**config.mk**
```make
export PLATFORM = sky130hd
export DESIGN_NAME = printable_run_extractor
export DESIGN_NICKNAME = d
export VERILOG_FILES = /design/src/sv/pre_pkg.sv /design/src/sv/pre_ram.sv /design/src/sv/pre_front.sv /design/src/sv/pre_cmd_fifo.sv /design/src/sv/pre_back.sv /design/src/sv/printable_run_extractor.sv
export SDC_FILE = /design/constraint.sdc
export NUM_CORES = 1
export LEC_CHECK = 0
export ABC_AREA = 1
export BUFFER_PORTS_ARGS = -buffer_cell sky130_fd_sc_hd__buf_2
export CORE_UTILIZATION = 30
export DETAILED_ROUTE_END_ITERATION = 6
export GPL_TIMING_DRIVEN = 0
export PLACE_DENSITY = 0.42
export SYNTH_ARGS = -nofsm -noshare
export SYNTH_HDL_FRONTEND = slang
export SYNTH_HIERARCHICAL = 1
export SYNTH_SLANG_ARGS = --single-unit
```
**constraint.sdc**
```tcl
create_clock -name i_clk -period 6.2 [get_ports i_clk]
set_input_delay 0.62 -clock i_clk [delete_from_list [all_inputs] [get_ports i_clk]]
set_output_delay 0.62 -clock i_clk [all_outputs]
set_load 0.01 [all_outputs]
```
**src/sv/pre_pkg.sv**
```systemverilog
`default_nettype none
// ---------------------------------------------------------------------------
// pre_pkg
// Shared types, constants and helpers of the printable run extractor.
// ---------------------------------------------------------------------------
package pre_pkg;

    localparam int MaxMinLength     = 32;
    localparam int CntW             = $clog2(MaxMinLength + 1);
    localparam int AddrW            = $clog2(MaxMinLength);
    localparam int CfgW             = 6;
    localparam int ByteW            = 8;
    localparam int QueueDepth       = 2;

    localparam logic [CfgW-1:0]  DefaultMinLength = CfgW'(5);
    localparam logic [ByteW-1:0] NewlineByte      = 8'd10;
    localparam logic [ByteW-1:0] PrintLow         = 8'd32;
    localparam logic [ByteW-1:0] PrintHigh        = 8'd126;
    localparam logic [ByteW-1:0] TabByte          = 8'd9;

    typedef logic [CntW-1:0]  t_cnt;
    typedef logic [AddrW-1:0] t_addr;

    typedef struct packed {
        logic [ByteW-1:0] data_byte;
        logic             end_of_input;
    } t_in_item;

    typedef struct packed {
        logic [ByteW-1:0] out_byte;
        logic             is_line_end;
        logic             last;
    } t_out_item;

    // work for the back end produced by one input request
    typedef struct packed {
        logic             has_flush;
        t_cnt             flush_len;
        logic             has_byte;
        logic [ByteW-1:0] data_byte;
        logic             has_newline;
    } t_cmd;

    typedef struct packed {
        logic flush_done;
    } t_back_stat;

    function automatic logic is_text_byte(input logic [ByteW-1:0] b);
        return (b inside {[PrintLow:PrintHigh]}) || (b == TabByte);
    endfunction

endpackage
`default_nettype wire

```
**src/sv/pre_ram.sv**
```systemverilog
`default_nettype none
// ---------------------------------------------------------------------------
// pre_ram
// Simple dual-port RAM, one write port, one read port with registered data.
// ---------------------------------------------------------------------------
module pre_ram #(
    parameter int Width = 8,
    parameter int Depth = 32
) (
    input  wire logic                     i_clk,
    input  wire logic                     i_we,
    input  wire logic [$clog2(Depth)-1:0] i_waddr,
    input  wire logic [Width-1:0]         i_wdata,
    input  wire logic                     i_re,
    input  wire logic [$clog2(Depth)-1:0] i_raddr,
    output logic      [Width-1:0]         o_rdata
);

    logic [Width-1:0] r_mem [Depth];

    always_ff @(posedge i_clk) begin
        if (i_we) begin
            r_mem[i_waddr] <= i_wdata;
        end
        if (i_re) begin
            o_rdata <= r_mem[i_raddr];
        end
    end

endmodule
`default_nettype wire

```
**src/sv/pre_front.sv**
```systemverilog
`default_nettype none
// ---------------------------------------------------------------------------
// pre_front
// Classifies input bytes, tracks the run state, fills the run buffer and
// queues the output work for each accepted request.
// ---------------------------------------------------------------------------
module pre_front import pre_pkg::*; (
    input  wire logic             i_clk,
    input  wire logic             i_rst_n,
    input  wire logic             i_in_valid,
    output logic                  o_in_ready,
    input  wire t_in_item         i_in_data,
    input  wire logic             i_cfg_valid,
    output logic                  o_cfg_ready,
    input  wire logic [CfgW-1:0]  i_cfg_data,
    input  wire logic             i_q_full,
    output logic                  o_q_push,
    output t_cmd                  o_q_cmd,
    input  wire t_back_stat       i_back_stat,
    output logic                  o_buf_we,
    output t_addr                 o_buf_addr,
    output logic [ByteW-1:0]      o_buf_wdata
);

    localparam int CmpW = (CntW > CfgW) ? CntW : CfgW;

    logic [CfgW-1:0] r_min_length;
    t_cnt            r_run_count, n_run_count;
    logic            r_passing, n_passing;
    logic            r_flush_busy;

    logic            w_printable;
    logic            w_needs_write;
    logic            w_accept;
    logic            w_has_room;
    logic [CmpW-1:0] w_min_ext;
    logic [CmpW-1:0] w_eff_ext;
    t_cnt            w_eff_min;
    t_cnt            w_cnt_after;
    t_cmd            w_cmd;

    assign w_printable   = is_text_byte(i_in_data.data_byte);
    assign w_needs_write = w_printable && !r_passing;
    // a new run must not overwrite the buffer while a flush still reads it
    assign o_in_ready    = !i_q_full && !(w_needs_write && r_flush_busy);
    assign w_accept      = i_in_valid && o_in_ready;
    assign o_cfg_ready   = 1'b1;

    assign w_min_ext = CmpW'(r_min_length);
    always_comb begin
        if (w_min_ext == '0) begin
            w_eff_ext = CmpW'(1);
        end else if (w_min_ext > CmpW'(MaxMinLength)) begin
            w_eff_ext = CmpW'(MaxMinLength);
        end else begin
            w_eff_ext = w_min_ext;
        end
    end
    assign w_eff_min = CntW'(w_eff_ext);

    assign w_has_room  = r_run_count < CntW'(MaxMinLength);
    assign w_cnt_after = w_has_room ? (r_run_count + CntW'(1)) : r_run_count;

    always_comb begin
        w_cmd       = '0;
        n_run_count = r_run_count;
        n_passing   = r_passing;
        if (w_printable) begin
            if (r_passing) begin
                w_cmd.has_byte  = 1'b1;
                w_cmd.data_byte = i_in_data.data_byte;
            end else if (w_cnt_after >= w_eff_min) begin
                w_cmd.has_flush = 1'b1;
                w_cmd.flush_len = w_cnt_after;
                n_run_count     = '0;
                n_passing       = 1'b1;
            end else begin
                n_run_count = w_cnt_after;
            end
            if (i_in_data.end_of_input) begin
                w_cmd.has_newline = n_passing;
                n_passing         = 1'b0;
                n_run_count       = '0;
            end
        end else begin
            w_cmd.has_newline = r_passing;
            n_passing         = 1'b0;
            n_run_count       = '0;
        end
    end

    assign o_q_cmd     = w_cmd;
    assign o_q_push    = w_accept && (w_cmd.has_flush || w_cmd.has_byte || w_cmd.has_newline);
    assign o_buf_we    = w_accept && w_needs_write && w_has_room;
    assign o_buf_addr  = r_run_count[AddrW-1:0];
    assign o_buf_wdata = i_in_data.data_byte;

    always_ff @(posedge i_clk) begin
        if (!i_rst_n) begin
            r_min_length <= DefaultMinLength;
            r_run_count  <= '0;
            r_passing    <= 1'b0;
            r_flush_busy <= 1'b0;
        end else begin
            if (i_cfg_valid) begin
                r_min_length <= i_cfg_data;
            end
            if (w_accept) begin
                r_run_count <= n_run_count;
                r_passing   <= n_passing;
            end
            if (w_accept && w_cmd.has_flush) begin
                r_flush_busy <= 1'b1;
            end else if (i_back_stat.flush_done) begin
                r_flush_busy <= 1'b0;
            end
        end
    end

    a_no_write_during_flush: assert property (@(posedge i_clk) disable iff (!i_rst_n)
        o_buf_we |-> !r_flush_busy)
        else $error("run buffer written while a flush is outstanding");

    a_no_push_when_full: assert property (@(posedge i_clk) disable iff (!i_rst_n)
        o_q_push |-> !i_q_full)
        else $error("command pushed into a full queue");

    a_flush_sets_busy: assert property (@(posedge i_clk) disable iff (!i_rst_n)
        (o_q_push && o_q_cmd.has_flush) |=> r_flush_busy)
        else $error("flush queued without marking the buffer busy");

endmodule
`default_nettype wire

```
**src/sv/pre_cmd_fifo.sv**
```systemverilog
`default_nettype none
// ---------------------------------------------------------------------------
// pre_cmd_fifo
// Short command queue between the front and back ends.
// ---------------------------------------------------------------------------
module pre_cmd_fifo import pre_pkg::*; (
    input  wire logic i_clk,
    input  wire logic i_rst_n,
    input  wire logic i_push,
    input  wire t_cmd i_cmd,
    output logic      o_full,
    input  wire logic i_pop,
    output logic      o_valid,
    output t_cmd      o_cmd
);

    localparam int PtrW = (QueueDepth > 1) ? $clog2(QueueDepth) : 1;
    localparam int CntQW = $clog2(QueueDepth + 1);

    t_cmd             r_mem [QueueDepth];
    logic [PtrW-1:0]  r_wr_ptr;
    logic [PtrW-1:0]  r_rd_ptr;
    logic [CntQW-1:0] r_count;

    logic w_push;
    logic w_pop;

    assign o_full  = r_count == CntQW'(QueueDepth);
    assign o_valid = r_count != '0;
    assign o_cmd   = r_mem[r_rd_ptr];
    assign w_push  = i_push && !o_full;
    assign w_pop   = i_pop && o_valid;

    function automatic logic [PtrW-1:0] ptr_inc(input logic [PtrW-1:0] p);
        return (p == PtrW'(QueueDepth - 1)) ? '0 : p + PtrW'(1);
    endfunction

    always_ff @(posedge i_clk) begin
        if (w_push) begin
            r_mem[r_wr_ptr] <= i_cmd;
        end
    end

    always_ff @(posedge i_clk) begin
        if (!i_rst_n) begin
            r_wr_ptr <= '0;
            r_rd_ptr <= '0;
            r_count  <= '0;
        end else begin
            if (w_push) begin
                r_wr_ptr <= ptr_inc(r_wr_ptr);
            end
            if (w_pop) begin
                r_rd_ptr <= ptr_inc(r_rd_ptr);
            end
            if (w_push && !w_pop) begin
                r_count <= r_count + CntQW'(1);
            end else if (w_pop && !w_push) begin
                r_count <= r_count - CntQW'(1);
            end
        end
    end

    a_count_in_range: assert property (@(posedge i_clk) disable iff (!i_rst_n)
        r_count <= CntQW'(QueueDepth))
        else $error("queue count beyond depth");

    a_pop_only_valid: assert property (@(posedge i_clk) disable iff (!i_rst_n)
        i_pop |-> o_valid)
        else $error("pop from an empty queue");

    a_ptrs_match_count: assert property (@(posedge i_clk) disable iff (!i_rst_n)
        (r_count == '0) |-> (r_wr_ptr == r_rd_ptr))
        else $error("queue pointers disagree with an empty count");

endmodule
`default_nettype wire

```
**src/sv/pre_back.sv**
```systemverilog
`default_nettype none
// ---------------------------------------------------------------------------
// pre_back
// Executes queued commands: flushes the run buffer, passes bytes through and
// closes emitted runs with a newline, into a registered output stage.
// ---------------------------------------------------------------------------
module pre_back import pre_pkg::*; (
    input  wire logic             i_clk,
    input  wire logic             i_rst_n,
    input  wire logic             i_q_valid,
    input  wire t_cmd             i_q_cmd,
    output logic                  o_q_pop,
    output logic                  o_rd_en,
    output t_addr                 o_rd_addr,
    input  wire logic [ByteW-1:0] i_rd_data,
    output t_back_stat            o_back_stat,
    output logic                  o_out_valid,
    input  wire logic             i_out_ready,
    output t_out_item             o_out_data
);

    typedef enum logic [2:0] {
        S_IDLE  = 3'b001,
        S_FLUSH = 3'b010,
        S_NL    = 3'b100
    } t_back_state;

    t_back_state r_state, n_state;
    t_cnt        r_idx, n_idx;
    t_cnt        r_len, n_len;
    logic        r_nl, n_nl;
    logic        r_rd_pend, n_rd_pend;
    logic        r_out_valid;
    t_out_item   r_out;

    logic        w_can_load;
    logic        w_load;
    t_out_item   w_load_item;
    logic        w_flush_done;

    assign w_can_load = !r_out_valid || i_out_ready;

    always_comb begin
        n_state      = r_state;
        n_idx        = r_idx;
        n_len        = r_len;
        n_nl         = r_nl;
        n_rd_pend    = r_rd_pend;
        o_q_pop      = 1'b0;
        o_rd_en      = 1'b0;
        w_load       = 1'b0;
        w_load_item  = '0;
        w_flush_done = 1'b0;
        case (r_state)
            S_IDLE: begin
                if (i_q_valid) begin
                    if (i_q_cmd.has_flush) begin
                        o_q_pop = 1'b1;
                        n_len   = i_q_cmd.flush_len;
                        n_idx   = '0;
                        n_nl    = i_q_cmd.has_newline;
                        n_state = S_FLUSH;
                    end else if (w_can_load) begin
                        o_q_pop = 1'b1;
                        w_load  = 1'b1;
                        if (i_q_cmd.has_byte) begin
                            w_load_item.out_byte = i_q_cmd.data_byte;
                            w_load_item.last     = !i_q_cmd.has_newline;
                            if (i_q_cmd.has_newline) begin
                                n_state = S_NL;
                            end
                        end else begin
                            w_load_item.out_byte    = NewlineByte;
                            w_load_item.is_line_end = 1'b1;
                            w_load_item.last        = 1'b1;
                        end
                    end
                end
            end
            S_FLUSH: begin
                // read data is held in the RAM until the output stage takes it
                o_rd_en   = (r_idx < r_len) && (!r_rd_pend || w_can_load);
                n_rd_pend = o_rd_en || (r_rd_pend && !w_can_load);
                if (o_rd_en) begin
                    n_idx = r_idx + CntW'(1);
                end
                if (r_rd_pend && w_can_load) begin
                    w_load               = 1'b1;
                    w_load_item.out_byte = i_rd_data;
                    w_load_item.last     = (r_idx == r_len) && !r_nl;
                    if (r_idx == r_len) begin
                        w_flush_done = 1'b1;
                        n_state      = r_nl ? S_NL : S_IDLE;
                    end
                end
            end
            S_NL: begin
                if (w_can_load) begin
                    w_load                  = 1'b1;
                    w_load_item.out_byte    = NewlineByte;
                    w_load_item.is_line_end = 1'b1;
                    w_load_item.last        = 1'b1;
                    n_state                 = S_IDLE;
                end
            end
            default: begin
                n_state = S_IDLE;
            end
        endcase
    end

    assign o_rd_addr              = r_idx[AddrW-1:0];
    assign o_back_stat.flush_done = w_flush_done;
    assign o_out_valid            = r_out_valid;
    assign o_out_data             = r_out;

    always_ff @(posedge i_clk) begin
        if (!i_rst_n) begin
            r_state     <= S_IDLE;
            r_rd_pend   <= 1'b0;
            r_out_valid <= 1'b0;
        end else begin
            r_state   <= n_state;
            r_rd_pend <= n_rd_pend;
            if (w_load) begin
                r_out_valid <= 1'b1;
            end else if (i_out_ready) begin
                r_out_valid <= 1'b0;
            end
        end
    end

    always_ff @(posedge i_clk) begin
        r_idx <= n_idx;
        r_len <= n_len;
        r_nl  <= n_nl;
        if (w_load) begin
            r_out <= w_load_item;
        end
    end

    a_read_in_run: assert property (@(posedge i_clk) disable iff (!i_rst_n)
        o_rd_en |-> (r_idx < r_len))
        else $error("buffer read past the flushed run");

    a_held_read_data: assert property (@(posedge i_clk) disable iff (!i_rst_n)
        (r_state == S_FLUSH && r_rd_pend && !w_can_load) |=> $stable(i_rd_data))
        else $error("pending read data changed before it was taken");

    a_pending_only_flush: assert property (@(posedge i_clk) disable iff (!i_rst_n)
        r_rd_pend |-> (r_state == S_FLUSH))
        else $error("read pending outside a flush");

endmodule
`default_nettype wire

```
**src/sv/printable_run_extractor.sv**
```systemverilog
`default_nettype none
// ---------------------------------------------------------------------------
// printable_run_extractor
// Finds runs of printable bytes and emits those reaching the minimum length.
// ---------------------------------------------------------------------------
// Path: a pass-through byte or newline goes through the command queue and
//   the output register; a flush adds the buffer RAM read port and then sends
//   1 byte/cycle while the output is ready.
// Throughput: 1 input request per cycle while the 2-entry command queue has
//   room; a flush holds the back end through its dequeue and the buffer RAM
//   reads, and new run bytes stall until that flush has read the buffer.
// Reset: synchronous, active low; clears run state and queue, min_length=5.
// ---------------------------------------------------------------------------
module printable_run_extractor import pre_pkg::*; (
    input  wire logic            i_clk,
    input  wire logic            i_rst_n,
    input  wire logic            i_in_valid,
    output logic                 o_in_ready,
    input  wire t_in_item        i_in_data,
    output logic                 o_out_valid,
    input  wire logic            i_out_ready,
    output t_out_item            o_out_data,
    input  wire logic            i_cfg_valid,
    output logic                 o_cfg_ready,
    input  wire logic [CfgW-1:0] i_cfg_data
);

    logic             w_q_full;
    logic             w_q_push;
    t_cmd             w_q_cmd_in;
    logic             w_q_pop;
    logic             w_q_valid;
    t_cmd             w_q_cmd_out;
    t_back_stat       w_back_stat;
    logic             w_buf_we;
    t_addr            w_buf_waddr;
    logic [ByteW-1:0] w_buf_wdata;
    logic             w_rd_en;
    t_addr            w_rd_addr;
    logic [ByteW-1:0] w_rd_data;

    pre_front u_front (
        .i_clk       (i_clk),
        .i_rst_n     (i_rst_n),
        .i_in_valid  (i_in_valid),
        .o_in_ready  (o_in_ready),
        .i_in_data   (i_in_data),
        .i_cfg_valid (i_cfg_valid),
        .o_cfg_ready (o_cfg_ready),
        .i_cfg_data  (i_cfg_data),
        .i_q_full    (w_q_full),
        .o_q_push    (w_q_push),
        .o_q_cmd     (w_q_cmd_in),
        .i_back_stat (w_back_stat),
        .o_buf_we    (w_buf_we),
        .o_buf_addr  (w_buf_waddr),
        .o_buf_wdata (w_buf_wdata)
    );

    pre_ram #(
        .Width (ByteW),
        .Depth (MaxMinLength)
    ) u_run_buf (
        .i_clk   (i_clk),
        .i_we    (w_buf_we),
        .i_waddr (w_buf_waddr),
        .i_wdata (w_buf_wdata),
        .i_re    (w_rd_en),
        .i_raddr (w_rd_addr),
        .o_rdata (w_rd_data)
    );

    pre_cmd_fifo u_cmd_fifo (
        .i_clk   (i_clk),
        .i_rst_n (i_rst_n),
        .i_push  (w_q_push),
        .i_cmd   (w_q_cmd_in),
        .o_full  (w_q_full),
        .i_pop   (w_q_pop),
        .o_valid (w_q_valid),
        .o_cmd   (w_q_cmd_out)
    );

    pre_back u_back (
        .i_clk       (i_clk),
        .i_rst_n     (i_rst_n),
        .i_q_valid   (w_q_valid),
        .i_q_cmd     (w_q_cmd_out),
        .o_q_pop     (w_q_pop),
        .o_rd_en     (w_rd_en),
        .o_rd_addr   (w_rd_addr),
        .i_rd_data   (w_rd_data),
        .o_back_stat (w_back_stat),
        .o_out_valid (o_out_valid),
        .i_out_ready (i_out_ready),
        .o_out_data  (o_out_data)
    );

endmodule
`default_nettype wire
```
# Word-level counts from Yosys, hierarchy flattened
# Memories as Yosys holds them, arrays and structs flattened. A register that Yosys moved wholly into a read port is not among the register bits.
# Cells that the tools add are included.
# word_totals
inputBits	20
romBits	0
memories	2
wordCells	158
register_bits	46
latchBits	0
mem_bits_rw	290
# classes
n_bitwise	0
mul	0
n_lt_le_gt_ge	6
shifts	0
addsub	6
n_reduce_logical	43
eq_ne	16
div	0
mux	69
# mem_list
name	words	width	rd	rd_ports_with_merged_regs	write_ports	line	source
u_run_buf.r_mem	32	8	1	1	1	pre_ram.sv:19	logic [Width-1:0] r_mem [Depth];
u_cmd_fifo.r_mem	2	17	1	1	1	pre_cmd_fifo.sv:20	t_cmd r_mem [QueueDepth];
# ops
operator	count
6-bit two-way mux	11
1-bit two-way mux	32
10-bit two-way mux	3
3-bit two-way mux	9
8-bit one-hot mux with 3 select lines	1
1-bit logical AND	17
16-bit two-way mux	1
8-bit two-way mux	2
7-bit two-way mux	2
6-bit by 1-bit adder with 6-bit output (second input constant)	2
6-bit one-hot mux with 2 select lines	1
1-bit logical NOT	10
2-bit by 1-bit inequality test with 1-bit output (second input constant)	5
2-bit nonzero test	5
9-bit two-way mux	1
3-bit by 1-bit inequality test with 1-bit output (second input constant)	3
3-bit one-hot mux with 3 select lines	1
8-bit by 4-bit equality test with 1-bit output (second input constant)	1
8-bit by 6-bit >= comparator with 1-bit output (second input constant)	1
8-bit by 7-bit less-or-equal comparator with 1-bit output (second input constant)	1
7-bit AND reduction	1
6-bit equality test	1
6-bit >= comparator	1
6-bit > comparator (second input constant)	1
other kinds (19)	27

# Logic depth before layout (Yosys ltp)
# Gate-level depths: netlist of the first run.
# depth
ltp_word	15
depth_mapped	21

# Hierarchy
# The synthesis of the first run kept the hierarchy.
# by_module_without_submodules
module	seq_area_each_um2	cells_per_inst	n_inst	area_each_um2
pre_ram	7927.6	922	1	10866.7
pre_back	790.8	162	1	1542.7
pre_cmd_fifo	1121.1	90	1	1526.5
pre_front	280.3	201	1	1222.4

# Least setup slack after synthesis of the first run
# OpenSTA, ideal clock, no wires.
# synth_path
kind	reg2reg
from	register u_front.r_run_count[0]
to	memory u_cmd_fifo/r_mem[1][0] (netlist bit) (enable)
required_ps	5809
n_path_buf	0
arrival_ps	2553
synth_period_minus_slack_ps	2944
stages_incl_launch_ff	13
slack_ps	3256
cell_sequence	dfxtp_1 inv_1 nor3_1 xor2_1 inv_1 ha_1 a21oi_1 o21a_1 nand2_1 a21oi_1 nor2_1 o21ai_2 nor2_1
# synth_between
elab_chain_cells	12
word_cells_on_any_way	17
classes_between	add/sub: 1; order compare: 2; mux: 10; reduce/logical: 4
# synth_rtl
element	line	source
start: declaration	pre_front.sv:28	t_cnt r_run_count, n_run_count;
start signal: assignment	pre_front.sv:109	r_run_count <= n_run_count;
6-bit by 1-bit adder with 6-bit output / 6-bit < comparator (equally long branches)	pre_front.sv:62, pre_front.sv:61	
6-bit two-way mux *	pre_front.sv:62	assign w_cnt_after = w_has_room ? (r_run_count + CntW'(1)) : r_run_count;
6-bit >= comparator *	pre_front.sv:72	end else if (w_cnt_after >= w_eff_min) begin
1-bit two-way mux / 7-bit two-way mux (equally long branches)	pre_front.sv:72	
1-bit two-way mux / 7-bit two-way mux (equally long branches)	pre_front.sv:69	if (r_passing) begin
1-bit two-way mux / 16-bit two-way mux (equally long branches)	pre_front.sv:80, pre_front.sv:68	
1-bit two-way mux / 1-bit logical OR (equally long branches)	pre_front.sv:68, pre_front.sv:93	
1-bit logical OR *	pre_front.sv:93	assign o_q_push = w_accept && (w_cmd.has_flush || w_cmd.has_byte || w_cmd.has_newline);
1-bit logical AND *	pre_front.sv:93	
via w_q_push	printable_run_extractor.sv:29	logic w_q_push;
1-bit logical AND *	pre_cmd_fifo.sv:31	assign w_push = i_push && !o_full;
1-bit two-way mux *	pre_cmd_fifo.sv:39	if (w_push) begin
1-bit two-way mux (not written as such) *	pre_cmd_fifo.sv:40	r_mem[r_wr_ptr] <= i_cmd;
end: declaration	pre_cmd_fifo.sv:20	
# The timed path passes the listed nets; every way through them passes the cells marked *.

# Worst setup path after layout of the first run
# layout_path
from	register u_front.r_passing
to	memory u_run_buf.r_mem[40][4], in the netlist u_run_buf/r_mem[10][4] (enable)
# layout_between
elab_chain_cells	10
# layout_rtl
element	line	source
start: declaration	pre_front.sv:29	logic r_passing, n_passing;
start signal: assignment	pre_front.sv:110	r_passing <= n_passing;
1-bit logical NOT *	pre_front.sv:43	assign w_needs_write = w_printable && !r_passing;
1-bit logical AND *	pre_front.sv:43	
1-bit logical AND	pre_front.sv:45	assign o_in_ready = !i_q_full && !(w_needs_write && r_flush_busy);
1-bit logical NOT	pre_front.sv:45	
1-bit logical AND	pre_front.sv:45	
1-bit logical AND	pre_front.sv:46	assign w_accept = i_in_valid && o_in_ready;
1-bit logical AND * (2 in a row)	pre_front.sv:94	assign o_buf_we = w_accept && w_needs_write && w_has_room;
via w_buf_we	printable_run_extractor.sv:35	logic w_buf_we;
1-bit two-way mux *	pre_ram.sv:22	if (i_we) begin
1-bit two-way mux (not written as such) *	pre_ram.sv:23	r_mem[i_waddr] <= i_wdata;
end: declaration	pre_ram.sv:19	
# Marked as above.

==> flow_summary.json, run 1 <==
{
  "ioPinCount": 33,
  "routabilityCongestion": 0.856,
  "drt-total-wl_mm": 41.5,
  "ir_drop_mv": 0.175,
  "slowest_stage": "nor2_1",
  "vias": 9778,
  "cts_buffers": 41,
  "ys_warn_count": 6,
  "critPathBufInv": 1,
  "synth_top_area_share_pct": 63.6,
  "fp-row-count": 82,
  "grt_pass1_vias": 9513,
  "synth-simple-area-share_pct": 22.3,
  "finalCriticalPeriod_ns": 3.53,
  "post_cts_buffers": 0,
  "power_frac_comb_pct": 23.5,
  "critPathArrivalTime_ns": 3.71,
  "crit_type": "reg -> reg",
  "worst_slack_ns": 2.67,
  "synth-edff-count": 321,
  "cts-resized-gates": 0,
  "dp_slack_ns": 2.19,
  "crit_top_cell": "nand3_1",
  "ys_types": 41,
  "synth_top_family_by_area": "simple AND/OR/NAND/NOR gates",
  "clk_latency_ns": 0.57,
  "grt_pass1_wl_mm": 61.3,
  "die_area_mm2": 0.0514,
  "path_depth": 6,
  "grt_max_degree": 33,
  "cellLeakagePower_nw": 6.65,
  "final_net_count": 1486,
  "grt_antenna_before_repair": 1,
  "sw_frac_of_total_pct": 31.3,
  "synth_compound_area_share_pct": 1.68,
  "area_delta_synth_final_pct": 15.2,
  "cp_data_required_time_ns": 6.38,
  "syn-num-nets": 1410,
  "pwr-share-seq_pct": 41.8,
  "startpoint_type": "flip-flop",
  "wire_per_inst_um": 19.3,
  "ys_seq_area_share_pct": 66.8,
  "synth_cells": 1375,
  "clkPwrFrac_pct": 34.6,
  "synth_fa_ha_area_share_pct": 1.24,
  "slew_viol_final": 0,
  "htreeDepth": 2,
  "io_buffer_count": 31,
  "power.switching_mw": 2.06,
  "firstDrtPassIters": 5,
  "path_delay_family": "simple AND/OR/NAND/NOR gates",
  "cts.sinks": 345,
  "ys.flop_type": "edfxtp_1",
  "diodes": 0,
  "die_h_um": 227,
  "drv_cap": 0,
  "critical_path.cell_chain": "inv_1 -> nand4_2 -> nand3_1 -> nor4_1 -> nand3_1 -> nor2_1",
  "muxShareOfSynthArea_pct": 1.51,
  "dpl.hpwl_mm": 27.7,
  "avgViaCountPerCell": 4.54,
  "initial_utilization_pct": 30.3,
  "synth_largest_area_cell": "edfxtp_1",
  "cts_tree": "done",
  "clk_pin_slew_ns": 0.06,
  "internal-power_mw": 4.54,
  "synth-seq-cells": 345,
  "clock_path_buffers": 3,
  "hold_violations": 0,
  "route.detailed.drc": 0,
  "power.density_mw_per_mm2": 378,
  "end_kind": "flip-flop",
  "hold_class": "in -> reg",
  "relSlewSlack_pct": 33.5,
  "setup-tns-final_ns": 0,
  "root_buffer": "clkbuf_16",
  "grt_usage_pct": 16.6,
  "cts_hold_buf": 0,
  "whs_path_depth": 3,
  "fmax_ghz": 0.283,
  "run_status": "completed",
  "die_w_um": 227,
  "yosys.area_share.xor_xnor_pct": 0.231,
  "ff2ff_path_depth": 6,
  "async_flop_share_pct": 0,
  "cp_max_fo": 8,
  "fin_crit_sh_pct": 56.9,
  "drive_above_1_share_pct": 14.3,
  "slowest_delay_ns": 0.95,
  "antenna_left": 0,
  "final_util_pct": 35.0,
  "setup-violations-final": 0,
  "worst_slew_pin_slew_ns": 0.994,
  "syn_area_mm2": 0.0152,
  "synth_area_leaders": "edfxtp_1 64%, nand2_1 11%, nand3_1 7.3%",
  "coreArea_mm2": 0.0500,
  "skew_ns": 0.0186,
  "rsz0062_at_grt": "no",
  "syn_avg_cell_area_um2": 11.0,
  "grt-ovfl-total": 0,
  "drt_iter0_drc": 587
}
-- cell families (layout without fill, tap and decap cells) --
kind of cell | Yosys count | count (layout)
AO/OA/AOI/OAI | 47 | 47
XOR/XNOR | 4 | 4
adder cells (fa/ha/maj) | 15 | 15
buffers and inverters | 160 | 268
flip-flops | 345 | 345
multiplexers | 17 | 17
other | 2 | 2
AND/OR/NAND/NOR | 785 | 785
-- cell type report --
class                      count  area (µm²)
buffer                        78         626
inverter                      82         313
timing repair buffer          33         185
tap                          672         841
multi-input combinational    870        4110
clock inverter                24         190
clock buffer                  51        1080
fill                        4992       32500
sequential                   345       10100
-- sequential cells by signal (all words and copies together) (netlist names), 2 cells and up, named ones only --
signal / count
u_back/r_state: 3
u_cmd_fifo/r_mem: 34
u_front/r_run_count: 6
u_back/r_len: 6
u_back/o_out_data: 10
u_run_buf/o_rdata: 8
u_cmd_fifo/r_count: 2
u_back/r_idx: 6
u_front/r_min_length: 6
u_run_buf/r_mem: 256
-- tightest hold or removal path, stage by stage --
cell,delay (ns)
buf_2,0.08
a21oi_1,0.05
o21ai_0,0.06
-- cell usage after synthesis, types with 5 or more instances --
master,number
nand2_1,428
clkbuf_1,7
mux2_2,7
buf_4,24
o21ai_0,14
nor2_1,102
buf_2,16
buf_6,26
dfxtp_1,24
edfxtp_1,321
a21oi_1,15
ha_1,15
nand2_2,5
nand4_1,7
o21ai_1,11
inv_2,8
nand3_1,221
mux2_4,10
nor3_1,5
inv_1,73
-- power by group through the flow --
stage | clock network [mW] | registers (mW) | logic [mW]
2_1_floorplan | 0 | 2.81 | 1.03
3_3_place_gp | 0 | 2.81 | 1.55
3_5_place_dp | 0 | 2.81 | 1.56
4_1_cts | 2.35 | 2.76 | 1.57
5_1_grt | 2.44 | 2.78 | 1.72
6_report | 2.29 | 2.76 | 1.55
-- per-stage QoR --
stage	cell area, µm²	std cells	hold WS (ns)	power (mW)
global placement	16200	2078	0.477	4.36
detailed placement	16200	2080	0.479	4.37
global route	17500	2155	0.277	6.94
floorplan	15200	1375	0.452	3.84
finish	17500	2155	0.276	6.60
CTS	17500	2155	0.252	6.68
-- placed cells by master (no fill, tap or decap), types with 7 or more instances in the layout --
cell type,Yosys,final
nand2_1,428,428
edfxtp_1,321,321
nand3_1,221,221
nor2_1,102,100
inv_1,73,73
buf_2,16,47
clkbuf_16,0,42
buf_6,26,26
buf_4,24,24
dfxtp_1,24,24
clkbuf_1,7,16
a21oi_1,15,15
ha_1,15,15
o21ai_0,14,14
clkinv_2,0,11
o21ai_1,11,11
mux2_4,10,10
inv_2,8,8
nand4_1,7,7
mux2_2,7,7
-- worst paths after layout --
| kind | start | to | slack [ns] |
|---|---|---|---|
| max | u_front/r_passing$_SDFFE_PN0P_ | u_run_buf/r_mem[10][4]$_DFFE_PP_ | 2.67 |
| min | i_cfg_data[0] | u_front/r_min_length[0]$_SDFFE_PN1P_ | 0.28 |
| max reg2reg | u_front/r_passing$_SDFFE_PN0P_ | u_run_buf/r_mem[10][4]$_DFFE_PP_ | 2.67 |
| min reg2reg | u_front/r_flush_busy$_SDFFE_PN0P_ | u_front/r_flush_busy$_SDFFE_PN0P_ | 0.49 |
-- routing by layer --
metal | up-vias | global-route usage [%] | wire (µm) | part of all wire [%]
li1 | 4851 | - | - | -
met1 | 4692 | 23.3 | 20100 | 48
met2 | 173 | 26.2 | 19000 | 46
met3 | 62 | 2.37 | 1530 | 3.7
met4 | 0 | 5.19 | 924 | 2.2
met5 | - | 0 | 0 | 0
No activity file was read; power rests on OpenSTA's default activity.
==> run 2, diff against run 1 <==
- PLACE_DENSITY: 0.42 -> 0.44
- clock period: 6.2 -> 3 ns (I/O delays scaled with it)
==> run 2 against run 1 <==
Net effect: the run now ends with DRC, setup timing left; first-iteration DRC count rose by 46%; flip-flop and latch count did not move; via count rose by 1.5%; sequential share of layout area fell by 1.0 points; non-clock buffer count rose by 8; clock skew rose by 0.0079 ns; critical path type unchanged; largest cell class unchanged.
==> flow_summary.json, run 2 (synthesis gave the netlist of run 1 again) <==
{
  "n_fill_cell": 4996,
  "vias": 9926,
  "ioPinCount": 33,
  "crit_type": "reg -> reg",
  "fin_crit_sh_pct": 101,
  "fmax_ghz": 0.332,
  "die_h_um": 227,
  "drive_above_1_share_pct": 17.3,
  "holdCritStartpoint": "i_cfg_valid",
  "diodes": 0,
  "grt-ovfl-total": 0,
  "use_met3_pct": 2.73,
  "clk_latency_ns": 0.56,
  "final_net_count": 1493,
  "root_buffer": "clkbuf_16",
  "relSlewSlack_pct": 47.6,
  "run_status": "finished with violations",
  "critPathArrivalTime_ns": 3.19,
  "area_delta_synth_final_pct": 17.4,
  "die_area_mm2": 0.0514,
  "slew_viol_final": 0,
  "drt-total-wl_mm": 41.1,
  "hold_violations": 0,
  "largest_register_ffs": 256,
  "seqCellArea_mm2": 0.0101,
  "ir_drop_mv": 0.380,
  "multi_input_area_mm2": 0.00433,
  "final_util_pct": 35.6,
  "wire_per_inst_um": 19.0,
  "drt_iter0_drc": 858,
  "antenna_left": 0,
  "worst_hold_slack_ns": 0.0427,
  "dp.cells": 2080,
  "hold_end": "u_front/r_min_length[0]$_SDFFE_PN1P_",
  "die_w_um": 227,
  "busiest_layer": "met2",
  "whs_path_depth": 2,
  "startpoint_type": "flip-flop",
  "grt_pass1_wl_mm": 61.1,
  "fp-row-count": 82,
  "grt_max_degree": 33,
  "initial_utilization_pct": 30.3,
  "dp_slack_ns": -0.715,
  "routabilityCongestion": 0.878,
  "use_met2_pct": 26.3,
  "dpl.hpwl_mm": 27.2,
  "cts_buffers": 40,
  "clock_path_buffers": 3,
  "worstReg2RegEnd": "u_run_buf/r_mem[22][6]$_DFFE_PP_",
  "final_common_cell": "nand2_1",
  "grt_util_met1_pct": 22.9,
  "violations": "DRC, setup timing",
  "rsz0062_at_grt": "yes",
  "io_buffer_count": 31,
  "firstDrtPassIters": 7,
  "cp_data_required_time_ns": 3.17,
  "cp_max_fo": 8,
  "setup-violations-final": 6,
  "drv_cap": 0,
  "fin_cells": 2161,
  "route.detailed.drc": 1,
  "htreeDepth": 2,
  "layout_common_cells": "427 x nand2_1, 321 x edfxtp_1, 217 x nand3_1, 73 x inv_1, 67 x nor2_1",
  "cellLeakagePower_nw": 6.70,
  "grt_antenna_before_repair": 1,
  "reg2reg_from": "u_front/r_passing$_SDFFE_PN0P_",
  "ff2ff_path_depth": 6,
  "rrSetupSlack_ns": -0.02,
  "top_register": "u_run_buf/r_mem",
  "grt_pass1_vias": 9558,
  "worst_slack_ns": -0.0153,
  "end_kind": "flip-flop",
  "cts.sinks": 345,
  "clk_pin_slew_ns": 0.06,
  "hold_class": "in -> reg",
  "worst_slew_pin_slew_ns": 0.786,
  "finalCriticalPeriod_ns": 3.02,
  "power.density_mw_per_mm2": 776,
  "avgViaCountPerCell": 4.59,
  "cts_tree": "done",
  "skew_ns": 0.0265,
  "setup-tns-final_ns": -0.0416,
  "grt_usage_pct": 16.4,
  "coreArea_mm2": 0.0500
}
## run 2: changes by cell type in the layout (fill, tap and decap cells not counted), sizes merged
| cell | before | now |
|---|---|---|
| buf | 102 | 105 |
| clkbuf | 60 | 59 |
| dlygate4sd3 | 0 | 6 |
| clkinv | 20 | 18 |
| clkinvlp | 1 | 0 |
| bufinv | 2 | 3 |
## run 2: critical path: stages (launching register included)
cell	delay (ns)
dfxtp_1	0.53
inv_1	0.19
nand4_2	0.17
nand3_1	0.22
nor4_4	0.46
nand3_2	0.43
nor2_2	0.62
## run 2: final cells by class
cell class / count / share of cell area (%)
clock inverters: 22 / 1.08
clock buffers: 51 / 6.21
well taps: 672 / 4.73
repair buffers: 41 / 1.46
multi-input cells: 870 / 24.3
inverters: 82 / 1.76
flip-flops and latches: 345 / 56.9
plain buffers: 78 / 3.52
## run 2: metal layers
metal / routed length (µm) / vias up / part of all wire (%)
met2: 19100 / 229 / 47
met1: 19100 / 4784 / 46
met5: 0 / - / 0
li1: - / 4854 / -
met4: 860 / 0 / 2.1
met3: 2010 / 59 / 4.9
## run 2: worst max path at each step
stage	start	endpoint	slack [ns]	cells after the start
after floorplan	u_front/r_run_count[0]$_SDFFE_PN0P_	u_cmd_fifo/r_mem[1][0]$_DFFE_PP_	0.06	12
after global placement	u_front/r_run_count[0]$_SDFFE_PN0P_	u_cmd_fifo/r_mem[0][13]$_DFFE_PP_	-0.98	13
after CTS	u_front/r_passing$_SDFFE_PN0P_	u_run_buf/r_mem[0][1]$_DFFE_PP_	-0.21	6
final	u_front/r_passing$_SDFFE_PN0P_	u_run_buf/r_mem[22][6]$_DFFE_PP_	-0.02	6
after detailed placement	i_in_data[1]	u_run_buf/r_mem[3][2]$_DFFE_PP_	-0.72	12
after global routing	u_front/r_passing$_SDFFE_PN0P_	u_run_buf/r_mem[13][2]$_DFFE_PP_	-0.14	6
## run 2: power by group
| group | internal (mW) | switching [mW] |
|---|---|---|
| clock | 2.86 | 1.93 |
| combinational | 1.07 | 2.21 |
| sequential | 5.59 | 0.134 |
## run 2: per-stage QoR
stage	cell area (µm²)	total power [mW]
global placement	16200	8.98
CTS	17700	13.9
floorplan	15200	7.94
detailed placement	16200	9.01
finish	17800	13.8
global route	17800	14.5
## run 2: what timing repair did
item	in CTS	in global routing
gates cloned	0	0
gates resized for setup	41	23
setup endpoints to repair	292	253
buffers inserted	1	1
endpoints found under the hold margin	6	0
hold buffers	6	0
pin swaps	1	3
